`config.mk`:
```
export PLATFORM = sky130hd
export DESIGN_NAME = sci_ctrl
export DESIGN_NICKNAME = d
export VERILOG_FILES = /design/src/rtl/sci_pkg.sv /design/src/rtl/sci_ctrl.sv
export SDC_FILE = /design/constraint.sdc
export NUM_CORES = 1
export LEC_CHECK = 0
export BUFFER_PORTS_ARGS = -buffer_cell sky130_fd_sc_hd__buf_2
export CAP_MARGIN = 20
export CELL_PAD_IN_SITES_DETAIL_PLACEMENT = 0
export CELL_PAD_IN_SITES_GLOBAL_PLACEMENT = 2
export CORE_ASPECT_RATIO = 1.25
export CORE_MARGIN = 2
export CORE_UTILIZATION = 37
export DETAILED_ROUTE_END_ITERATION = 10
export PLACE_DENSITY_LB_ADDON = 0.1
export RECOVER_POWER = 50
export SYNTH_ARGS = -nofsm -noshare
export SYNTH_HDL_FRONTEND = slang
export SYNTH_SLANG_ARGS = --single-unit
```
`constraint.sdc`:
```
create_clock -name clk -period 5.6 [get_ports clk]
set_clock_uncertainty 0.2 [all_clocks]
set_input_delay 0.28 -clock clk [delete_from_list [all_inputs] [get_ports clk]]
set_output_delay 0.28 -clock clk [all_outputs]
set_load 0.05 [all_outputs]
```
`src/rtl/sci_pkg.sv`:
```
// Shared types and constants for the snapshot coefficient interpolator.
// Used by the controller, the datapath and the top level; depends on nothing.
`default_nettype none
package sci_pkg;

    // Fixed field widths of the item and result payloads.
    localparam int TIME_W  = 32;
    localparam int IDX_W   = 8;
    localparam int COEF_W  = 48;
    localparam int FUNC_W  = 2;
    localparam int STAT_W  = 3;
    localparam int DEG_W   = 5;
    localparam int IN_W    = TIME_W + 2 * IDX_W + 4 * COEF_W;
    localparam int OUT_W   = 2 * COEF_W;

    // Width of the low half of a coefficient difference, and of a multiplier operand.
    localparam int LO_W    = 25;
    localparam int OPND_W  = 26;

    typedef enum logic [FUNC_W-1:0] {
        FUNC_CLEAR  = 2'd0,
        FUNC_APPEND = 2'd1,
        FUNC_LOAD   = 2'd2,
        FUNC_QUERY  = 2'd3
    } func_t;

    typedef enum logic [STAT_W-1:0] {
        STS_OK      = 3'd0,
        STS_NOSNAP  = 3'd1,
        STS_REJECT  = 3'd2,
        STS_FULL    = 3'd3,
        STS_DEGREE  = 3'd4,
        STS_SAT     = 3'd5
    } status_t;

    // Datapath operations issued by the controller, one per cycle.
    typedef enum logic [4:0] {
        OP_NONE,
        OP_CAPTURE,
        OP_TBL_CLEAR,
        OP_ROW_START,
        OP_CLR_STEP,
        OP_LOAD,
        OP_QSTART,
        OP_SCAN,
        OP_SEL,
        OP_PICK_S1,
        OP_CAP_T0,
        OP_DIV_START,
        OP_DIV_STEP,
        OP_WEIGHT,
        OP_MEM1,
        OP_CAP_X0,
        OP_MUL_INIT,
        OP_MUL_STEP,
        OP_RESULT
    } dp_op_t;

    typedef struct packed {
        dp_op_t  op;
        status_t res_status;
        logic    res_interp;
    } ctl_cmd_t;

    typedef struct packed {
        func_t func;
        logic  count_zero;
        logic  count_full;
        logic  load_bad;
        logic  deg_out;
        logic  m_gt_n;
        logic  clr_done;
        logic  scan_done;
        logic  div_done;
        logic  mul_done;
        logic  out_free;
    } dp_stat_t;

endpackage
`default_nettype wire

```
`src/rtl/sci_ctrl.sv`:
```
// Controller state machine of the snapshot coefficient interpolator.
// Depends on sci_pkg; drives the datapath through ctl_cmd_t only.
`default_nettype none
module sci_ctrl
    import sci_pkg::*;
(
    input  wire logic     clk,
    input  wire logic     rst_n,
    input  wire logic     s_valid,
    output logic          s_ready,
    input  wire dp_stat_t st,
    output ctl_cmd_t      cmd
);

    typedef enum logic [15:0] {
        ST_INIT   = 16'h0001,
        ST_IDLE   = 16'h0002,
        ST_DECODE = 16'h0004,
        ST_ROWCLR = 16'h0008,
        ST_SCAN   = 16'h0010,
        ST_SEL    = 16'h0020,
        ST_T0     = 16'h0040,
        ST_T1     = 16'h0080,
        ST_DIVS   = 16'h0100,
        ST_DIV    = 16'h0200,
        ST_WGT    = 16'h0400,
        ST_M0     = 16'h0800,
        ST_M1     = 16'h1000,
        ST_M2     = 16'h2000,
        ST_MUL    = 16'h4000,
        ST_RESULT = 16'h8000
    } state_t;

    state_t  state_reg, state_next;
    status_t code_reg, code_next;
    logic    interp_reg, interp_next;

    // State and result code registers.
    always_ff @(posedge clk or negedge rst_n)
    begin
        if (!rst_n)
        begin
            state_reg  <= ST_INIT;
            code_reg   <= STS_OK;
            interp_reg <= 1'b0;
        end
        else
        begin
            state_reg  <= state_next;
            code_reg   <= code_next;
            interp_reg <= interp_next;
        end
    end

    // Next state and command decode.
    always_comb
    begin
        state_next     = state_reg;
        code_next      = code_reg;
        interp_next    = interp_reg;
        cmd.op         = OP_NONE;
        cmd.res_status = code_reg;
        cmd.res_interp = interp_reg;
        s_ready        = (state_reg == ST_IDLE);
        unique case (state_reg)
            ST_INIT:
            begin
                cmd.op = OP_CLR_STEP;
                if (st.clr_done)
                    state_next = ST_IDLE;
            end
            ST_IDLE:
            begin
                if (s_valid)
                begin
                    cmd.op     = OP_CAPTURE;
                    state_next = ST_DECODE;
                end
            end
            ST_DECODE:
            begin
                interp_next = 1'b0;
                code_next   = STS_OK;
                state_next  = ST_RESULT;
                unique case (st.func)
                    FUNC_CLEAR:
                        cmd.op = OP_TBL_CLEAR;
                    FUNC_APPEND:
                    begin
                        if (st.count_full)
                            code_next = STS_FULL;
                        else
                        begin
                            cmd.op     = OP_ROW_START;
                            state_next = ST_ROWCLR;
                        end
                    end
                    FUNC_LOAD:
                    begin
                        priority if (st.count_zero)
                            code_next = STS_NOSNAP;
                        else if (st.load_bad)
                            code_next = STS_REJECT;
                        else
                            cmd.op = OP_LOAD;
                    end
                    FUNC_QUERY:
                    begin
                        priority if (st.count_zero)
                            code_next = STS_NOSNAP;
                        else if (st.deg_out)
                            code_next = STS_DEGREE;
                        else if (!st.m_gt_n)
                        begin
                            cmd.op      = OP_QSTART;
                            interp_next = 1'b1;
                            state_next  = ST_SCAN;
                        end
                    end
                    default:
                        state_next = ST_RESULT;
                endcase
            end
            ST_ROWCLR:
            begin
                cmd.op = OP_CLR_STEP;
                if (st.clr_done)
                    state_next = ST_RESULT;
            end
            ST_SCAN:
            begin
                cmd.op = OP_SCAN;
                if (st.scan_done)
                    state_next = ST_SEL;
            end
            ST_SEL:
            begin
                cmd.op     = OP_SEL;
                state_next = ST_T0;
            end
            ST_T0:
            begin
                cmd.op     = OP_PICK_S1;
                state_next = ST_T1;
            end
            ST_T1:
            begin
                cmd.op     = OP_CAP_T0;
                state_next = ST_DIVS;
            end
            ST_DIVS:
            begin
                cmd.op     = OP_DIV_START;
                state_next = ST_DIV;
            end
            ST_DIV:
            begin
                if (st.div_done)
                    state_next = ST_WGT;
                else
                    cmd.op = OP_DIV_STEP;
            end
            ST_WGT:
            begin
                cmd.op     = OP_WEIGHT;
                state_next = ST_M0;
            end
            ST_M0:
            begin
                cmd.op     = OP_MEM1;
                state_next = ST_M1;
            end
            ST_M1:
            begin
                cmd.op     = OP_CAP_X0;
                state_next = ST_M2;
            end
            ST_M2:
            begin
                cmd.op     = OP_MUL_INIT;
                state_next = ST_MUL;
            end
            ST_MUL:
            begin
                cmd.op = OP_MUL_STEP;
                if (st.mul_done)
                    state_next = ST_RESULT;
            end
            ST_RESULT:
            begin
                if (st.out_free)
                begin
                    cmd.op     = OP_RESULT;
                    state_next = ST_IDLE;
                end
            end
            default:
                state_next = ST_IDLE;
        endcase
    end

endmodule
`default_nettype wire

```
==> metrics.yaml, run 1 <==
cells_and_area:
  area_growth_pct: 10.2
  fin_cells: 233
  largest_reg_flops: 16
  diodes: 0
  layout-drive-gt1-share: 0.212
  nets: 195
sta:
  final.setup.worst_slack_ns: 2.53
  fmax_mhz: 326
  hold_viol_final: 0
  slew_headroom: 0.259
  rsz0062_at_grt: "false"
  tns_ns: 0
  drv_slew: 0
  final.period_utilization: 0.548
  post-route-min-period_ns: 3.07
  setup_viol: 0
  worstMarginPinSlew_ns: 1.11
yosys:
  synth_cell_types: 51
  syn_avg_cell_area_um2: 9.25
  synthCells: 161
  yosys-top-cells-area: "dfrtp_1 32%, nor2_1 4.8%, a21oi_1 3.4%"
  async_reset_ff_frac: 1.00
  synthMuxAreaShare: 0
  synth_compound_area_frac: 0.159
  yosys_warnings: 0
  synth-simple-area-share: 0.398
  netlist_area_um2: 1490
  synth_top_family_by_area: "simple AND/OR/NAND/NOR gates"
  synth_xor_area_frac: 0.0412
  ys_ff_latch: 20
  synth_edf_count: 0
  synth_fa_ha_area_frac: 0
  synth_top_area_share: 0.319
  synth_fp_nets: 176
  synth_ff_type: "dfrtp_1"
  ys_seq_area_frac: 0.337
  yosysTopAreaCell: "dfrtp_1"
global_routing:
  grt_overflow: 0
  grt_util_met3: 0.0189
  gr-usage-met1: 0.250
  top_usage_layer: "met2"
  grt_pass1_wl_um: 6290
  antenna_found_initial: 0
  track_usage: 0.186
  grt_pass1_vias: 1238
  grtUsageMet2: 0.309
  grt_max_degree: 21
critical_path:
  timing.rr.start: "state_reg[13]"
  cp-end-kind: "primary output"
  critPathLaunch: "state_reg[4]"
  worst_setup_path_start_kind: "flop"
  path_cells: "nor4_4 > nand3_2 > and4bb_2 > a21oi_1 > o311ai_1 > buf_2"
  reg2reg_slack_ns: 3.18
  r2r_end: "state_reg[1]"
  path_buf_inv: 1
  ff2ff_path_depth: 5
  worst-path-stages: 6
  slowest_delay_ns: 0.56
  worstSetupEndpoint: "cmd[5]"
  critPathSlowestCell: "nor4_4"
  path_delay_family: "simple AND/OR/NAND/NOR gates"
  cp.arrival_ns: 2.59
  required_ns: 5.12
  path_max_fanout: 13
  crit_type: "flop to primary output"
route:
  drtIter0Drc: 47
  drcViolationCount: 0
  routed_via_density: 5.67
  vias: 1322
  routed_wl_um: 3890
  drt-pass1-iter-count: 4
  wire_per_inst_um: 16.7
  ant_nets: 0
status:
  outcome: "finished, final reports clean"
placed_design:
  dp_hpwl_um: 3010
  gp_congestion: 0.789
  pre_cts_slack_ns: 2.84
  io_buffers: 24
  dp_cells: 228
floorplan:
  fp.dieW_um: 60.7
  core_area_um2: 3820
  die_area_um2: 4550
  rows: 25
  io_pins: 25
  start_util: 0.390
  die_h_um: 74.9
clock_tree:
  cts_buffers: 3
  ctsLongestPathBuffers: 2
  cts_resized: 0
  clockRootBuffer: "clkbuf_8"
  clkLatencyLatePin_ns: 0.26
  clkTransAtPathRegs_ns: 0.08
  cts_setup_buffers: 0
  htreeDepth: 1
  clock-sinks: 20
  cts_tree: "done"
power:
  irDropWorstVdd_mv: 0.133
  p_leak_nw: 0.717
  p_total_w: 0.000625
  p_per_area_nw_per_um2: 381
run:
  maxCapViolations: 0
worst_hold_path:
  hp-class: "primary input to flop"
## through the flow
step,area (um^2),hold WS (ns),util
6_report,1640,0.0581,0.430
2_1_floorplan,1490,-0.216,-
3_3_place_gp,1600,0.0621,0.418
3_5_place_dp,1600,0.0721,0.418
5_1_grt,1640,0.0625,0.430
4_1_cts,1650,0.0559,0.432
## placed cells by master (no fill, tap or decap), types with 2 or more instances in the layout
cell type,count
clkbuf_8,3
nor3b_1,5
nand2b_1,2
o21bai_1,3
dfrtp_1,19
nand2_1,5
o21ai_1,7
buf_2,19
xor2_1,4
o21ai_0,2
clkbuf_1,6
nor4_4,2
inv_1,4
nor4b_1,2
or4_4,2
nor4_1,5
a21oi_1,10
a2bb2oi_1,2
nand4_1,4
xnor2_1,3
nor3_1,9
nor4_2,2
or4b_1,3
nor2_1,19
nand3_1,7
or4_1,4
or2_2,2
## routing by layer
metal  part of all wire  vias to the layer above
li1                   -                      646
met2               0.50                       38
met4              0.012                        0
met1               0.45                      634
met3              0.046                        4
met5                  0                        -
## repair_timing
item,in CTS,in global routing
hold buffers,1,0
endpoints found under the setup margin,0,0
hold endpoints to repair,19,0
## cells in the mapped netlist (2+ instances only)
master,instances
nor3b_1,5
nor2_1,19
nor4_2,2
dfrtp_1,19
buf_2,5
xor2_1,4
xnor2_1,3
or2_2,2
o21ai_1,7
inv_1,4
nor4_4,2
nor4b_1,2
o21bai_1,3
nand3_1,7
nor3_1,9
nor4_1,5
or4_1,3
a21oi_1,10
or4_4,3
nand2_1,5
nand4_1,4
or4b_1,3
o21ai_0,2
buf_6,4
a2bb2oi_1,2
nand2b_1,2
## cells by family after synthesis
kind of cell	after synthesis
AO/OA/AOI/OAI	34
XOR/XNOR	7
buffers and inverters	15
flip-flops	20
AND/OR/NAND/NOR	85
## layout make-up
class | instances | area (um^2)
fillers | 419 | 2180
well taps | 54 | 67.6
inverters | 4 | 15.0
multi-input cells | 126 | 887
repair buffers | 25 | 124
clock buffers | 4 | 45.0
flip-flops and latches | 20 | 502
## power by group
part           switching, W  internal (W)  total [W]  leakage (nW)
clock             0.0000480     0.0000506  0.0000986        0.0228
combinational      0.000230     0.0000989   0.000328         0.428
sequential        0.0000295      0.000168   0.000198         0.266
total              0.000307      0.000318   0.000625         0.717
## worst register-to-register path, cell delays in order (launching register included)
cell and delay (ns):
dfrtp_1 0.48, or4_1 0.76, nor2_8 0.22, nand4_4 0.14, o2111ai_4 0.34, o31ai_1 0.15
## worst min-delay path by stage
stage	start	to	slack [ns]	cells past startpoint
CTS	st[3]	state_reg[4]	0.06	2
detailed placement	rst_n	interp_reg	0.07	1
finish	st[3]	state_reg[4]	0.06	2
global route	st[3]	state_reg[4]	0.06	2
floorplan	rst_n	code_reg[0]	-0.22	0
global placement	rst_n	interp_reg	0.06	1
(Power assumes the default switching activity.)
==> inputs of run 2 (changes only) <==
- CORE_UTILIZATION: 37 -> 31
- clock period: 5.6 -> 2.6 ns (I/O delays scaled with it)
==> metrics.yaml, run 2 (same netlist as run 1, synthesis figures left out) <==
clock_tree:
  clkTransAtPathRegs_ns: 0.08  # about the same
  htreeDepth: 1  # unchanged
  cts_buffers: 3  # unchanged
  clockRootBuffer: "clkbuf_8"  # unchanged
  cts_tree: "done"  # unchanged
  ctsLongestPathBuffers: 2  # unchanged
  clock-sinks: 20  # unchanged
  clkLatencyLatePin_ns: 0.26  # about the same
floorplan:
  die_area_um2: 5380  # was 4550 um^2
  rows: 28  # was 25
  io_pins: 25  # unchanged
  die_h_um: 81.5  # was 74.9 um
  start_util: 0.317  # was 0.390
  fp.dieW_um: 66.0  # was 60.7 um
  core_area_um2: 4690  # was 3820 um^2
sta:
  rsz0062_at_grt: "true"  # was false
  timing.hold.ws_ns: -0.00518  # was 0.0581 ns
  setup_viol: 0  # unchanged
  worstMarginPinSlew_ns: 1.20  # was 1.11 ns
  drv_slew: 0  # unchanged
  slew_headroom: 0.201  # was 0.259
  hold_viol_final: 1  # was 0
  fmax_mhz: 390
  post-route-min-period_ns: 2.57
  final.period_utilization: 0.987
placed_design:
  gp_congestion: 0.904  # was 0.789
  io_buffers: 24  # unchanged
  dp_cells: 248  # was 228
  dpl-instance-area_um2: 1720  # was 1600 um^2
  dp_hpwl_um: 3420  # was 3010 um
global_routing:
  grt_max_degree: 21  # unchanged
  grt_pass1_wl_um: 7320  # was 6290 um
  antenna_found_initial: 0  # unchanged
  grt_pass1_vias: 1409  # was 1238
  track_usage: 0.181  # was 0.186
  grt_overflow: 0  # unchanged
route:
  ant_nets: 0  # unchanged
  drtIter0Drc: 56  # was 47
  wire_per_inst_um: 17.0  # was 16.7 um
  routed_via_density: 5.39  # was 5.67
  drcViolationCount: 0  # unchanged
  routed_wl_um: 4480  # was 3890 um
  vias: 1423  # was 1322
  drt-pass1-iter-count: 4  # unchanged
critical_path:
  cp-end-kind: "primary output"  # unchanged
  critPathLaunch: "state_reg[2]"  # was state_reg[4]
  timing.rr.start: "state_reg[12]"  # was state_reg[13]
  crit_type: "flop to primary output"  # unchanged
  path_max_fanout: 5  # was 13
  cp.arrival_ns: 2.24  # was 2.59 ns
  required_ns: 2.27  # was 5.12 ns
  ff2ff_path_depth: 6  # was 5
  worst_setup_path_start_kind: "flop"  # unchanged
cells_and_area:
  diodes: 0  # unchanged
  final_cell_mix: "19 x nor2_1, 19 x buf_4, 16 x buf_2"  # was 19 x nor2_1, 19 x dfrtp_1, 19 x buf_2
  fin_cells: 264  # was 233
  area_growth_pct: 29.7  # was 10.2%
  largest_reg_flops: 16  # unchanged
  post-route-util: 0.411  # was 0.430
  fin_area_um2: 1930  # was 1640 um^2
  layout-drive-gt1-share: 0.363  # was 0.212
  nets: 220  # was 195
status:
  outcome: "finished with violations"  # was finished, final reports clean
  violations: "negative hold slack"
run:
  maxCapViolations: 0  # unchanged
power:
  p_leak_nw: 0.849  # was 0.717 nW
  irDropWorstVdd_mv: 0.309  # was 0.133 mV
  p_per_area_nw_per_um2: 778  # was 381 nW/um^2
worst_hold_path:
  hp-class: "primary input to flop"  # unchanged
  whs_path_depth: 3  # was 2
  worstHoldStart: "st[9]"  # was st[3]
-- run 2: worst max-delay path, cell delays in order, from the launching register on --
cell and delay [ns]:
dfrtp_1 0.46, buf_4 0.18, or4b_1 0.55, nor3_1 0.36, nor2_1 0.09, nand4_1 0.09, clkbuf_4 0.24
-- run 2: area by class of cell --
| cell class | count | area [um^2] |
|---|---|---|
| fillers | 500 | 2760 |
| multi-input cells | 126 | 930 |
| flip-flops and latches | 20 | 510 |
| repair buffers | 50 | 345 |
| well taps | 60 | 75.1 |
| clock buffers | 4 | 55.1 |
| inverters | 4 | 15.0 |
-- run 2: report_power, final --
group          total (W)  switching [W]  internal [W]  leakage [nW]
registers       0.000423      0.0000607      0.000362         0.254
clock network   0.000250       0.000115      0.000135        0.0288
logic           0.000828       0.000524      0.000304         0.566
-- run 2: metrics by stage --
stage               power (W)  setup slack (ns)  hold WS [ns]  setup TNS, ns
finish                0.00150            0.0345      -0.00518              0
global route          0.00159          -0.00931        0.0277       -0.00931
CTS                   0.00149          -0.00186       0.00331       -0.00186
detailed placement    0.00122             0.162       -0.0743              0
global placement      0.00123             0.132       -0.0787              0
floorplan             0.00102             0.208        -0.366              0
-- run 2: repair_timing --
item,in CTS,in global routing
hold buffers,7,0
hold endpoints to repair,26,0
gates resized for setup,7,12
setup buffers,3,2
pin swaps,0,3
setup endpoints to repair,4,4
-- run 2: path summary, 6_finish.rpt --
kind                                 end  slack, ns
max                               cmd[4]       0.03
min                          code_reg[0]     -0.005
max reg2reg                state_reg[15]       0.30
min reg2reg                 state_reg[0]       0.31
max in group asynchronous  state_reg[13]       0.98
min in group asynchronous   state_reg[5]       0.43
-- run 2: per-layer routing --
metal	track usage	vias to the layer above	wire, um
met2	0.308	33	2180
met5	0	-	0
met3	0.0164	7	172
li1	-	692	-
met1	0.239	691	2040
met4	0.0612	0	80
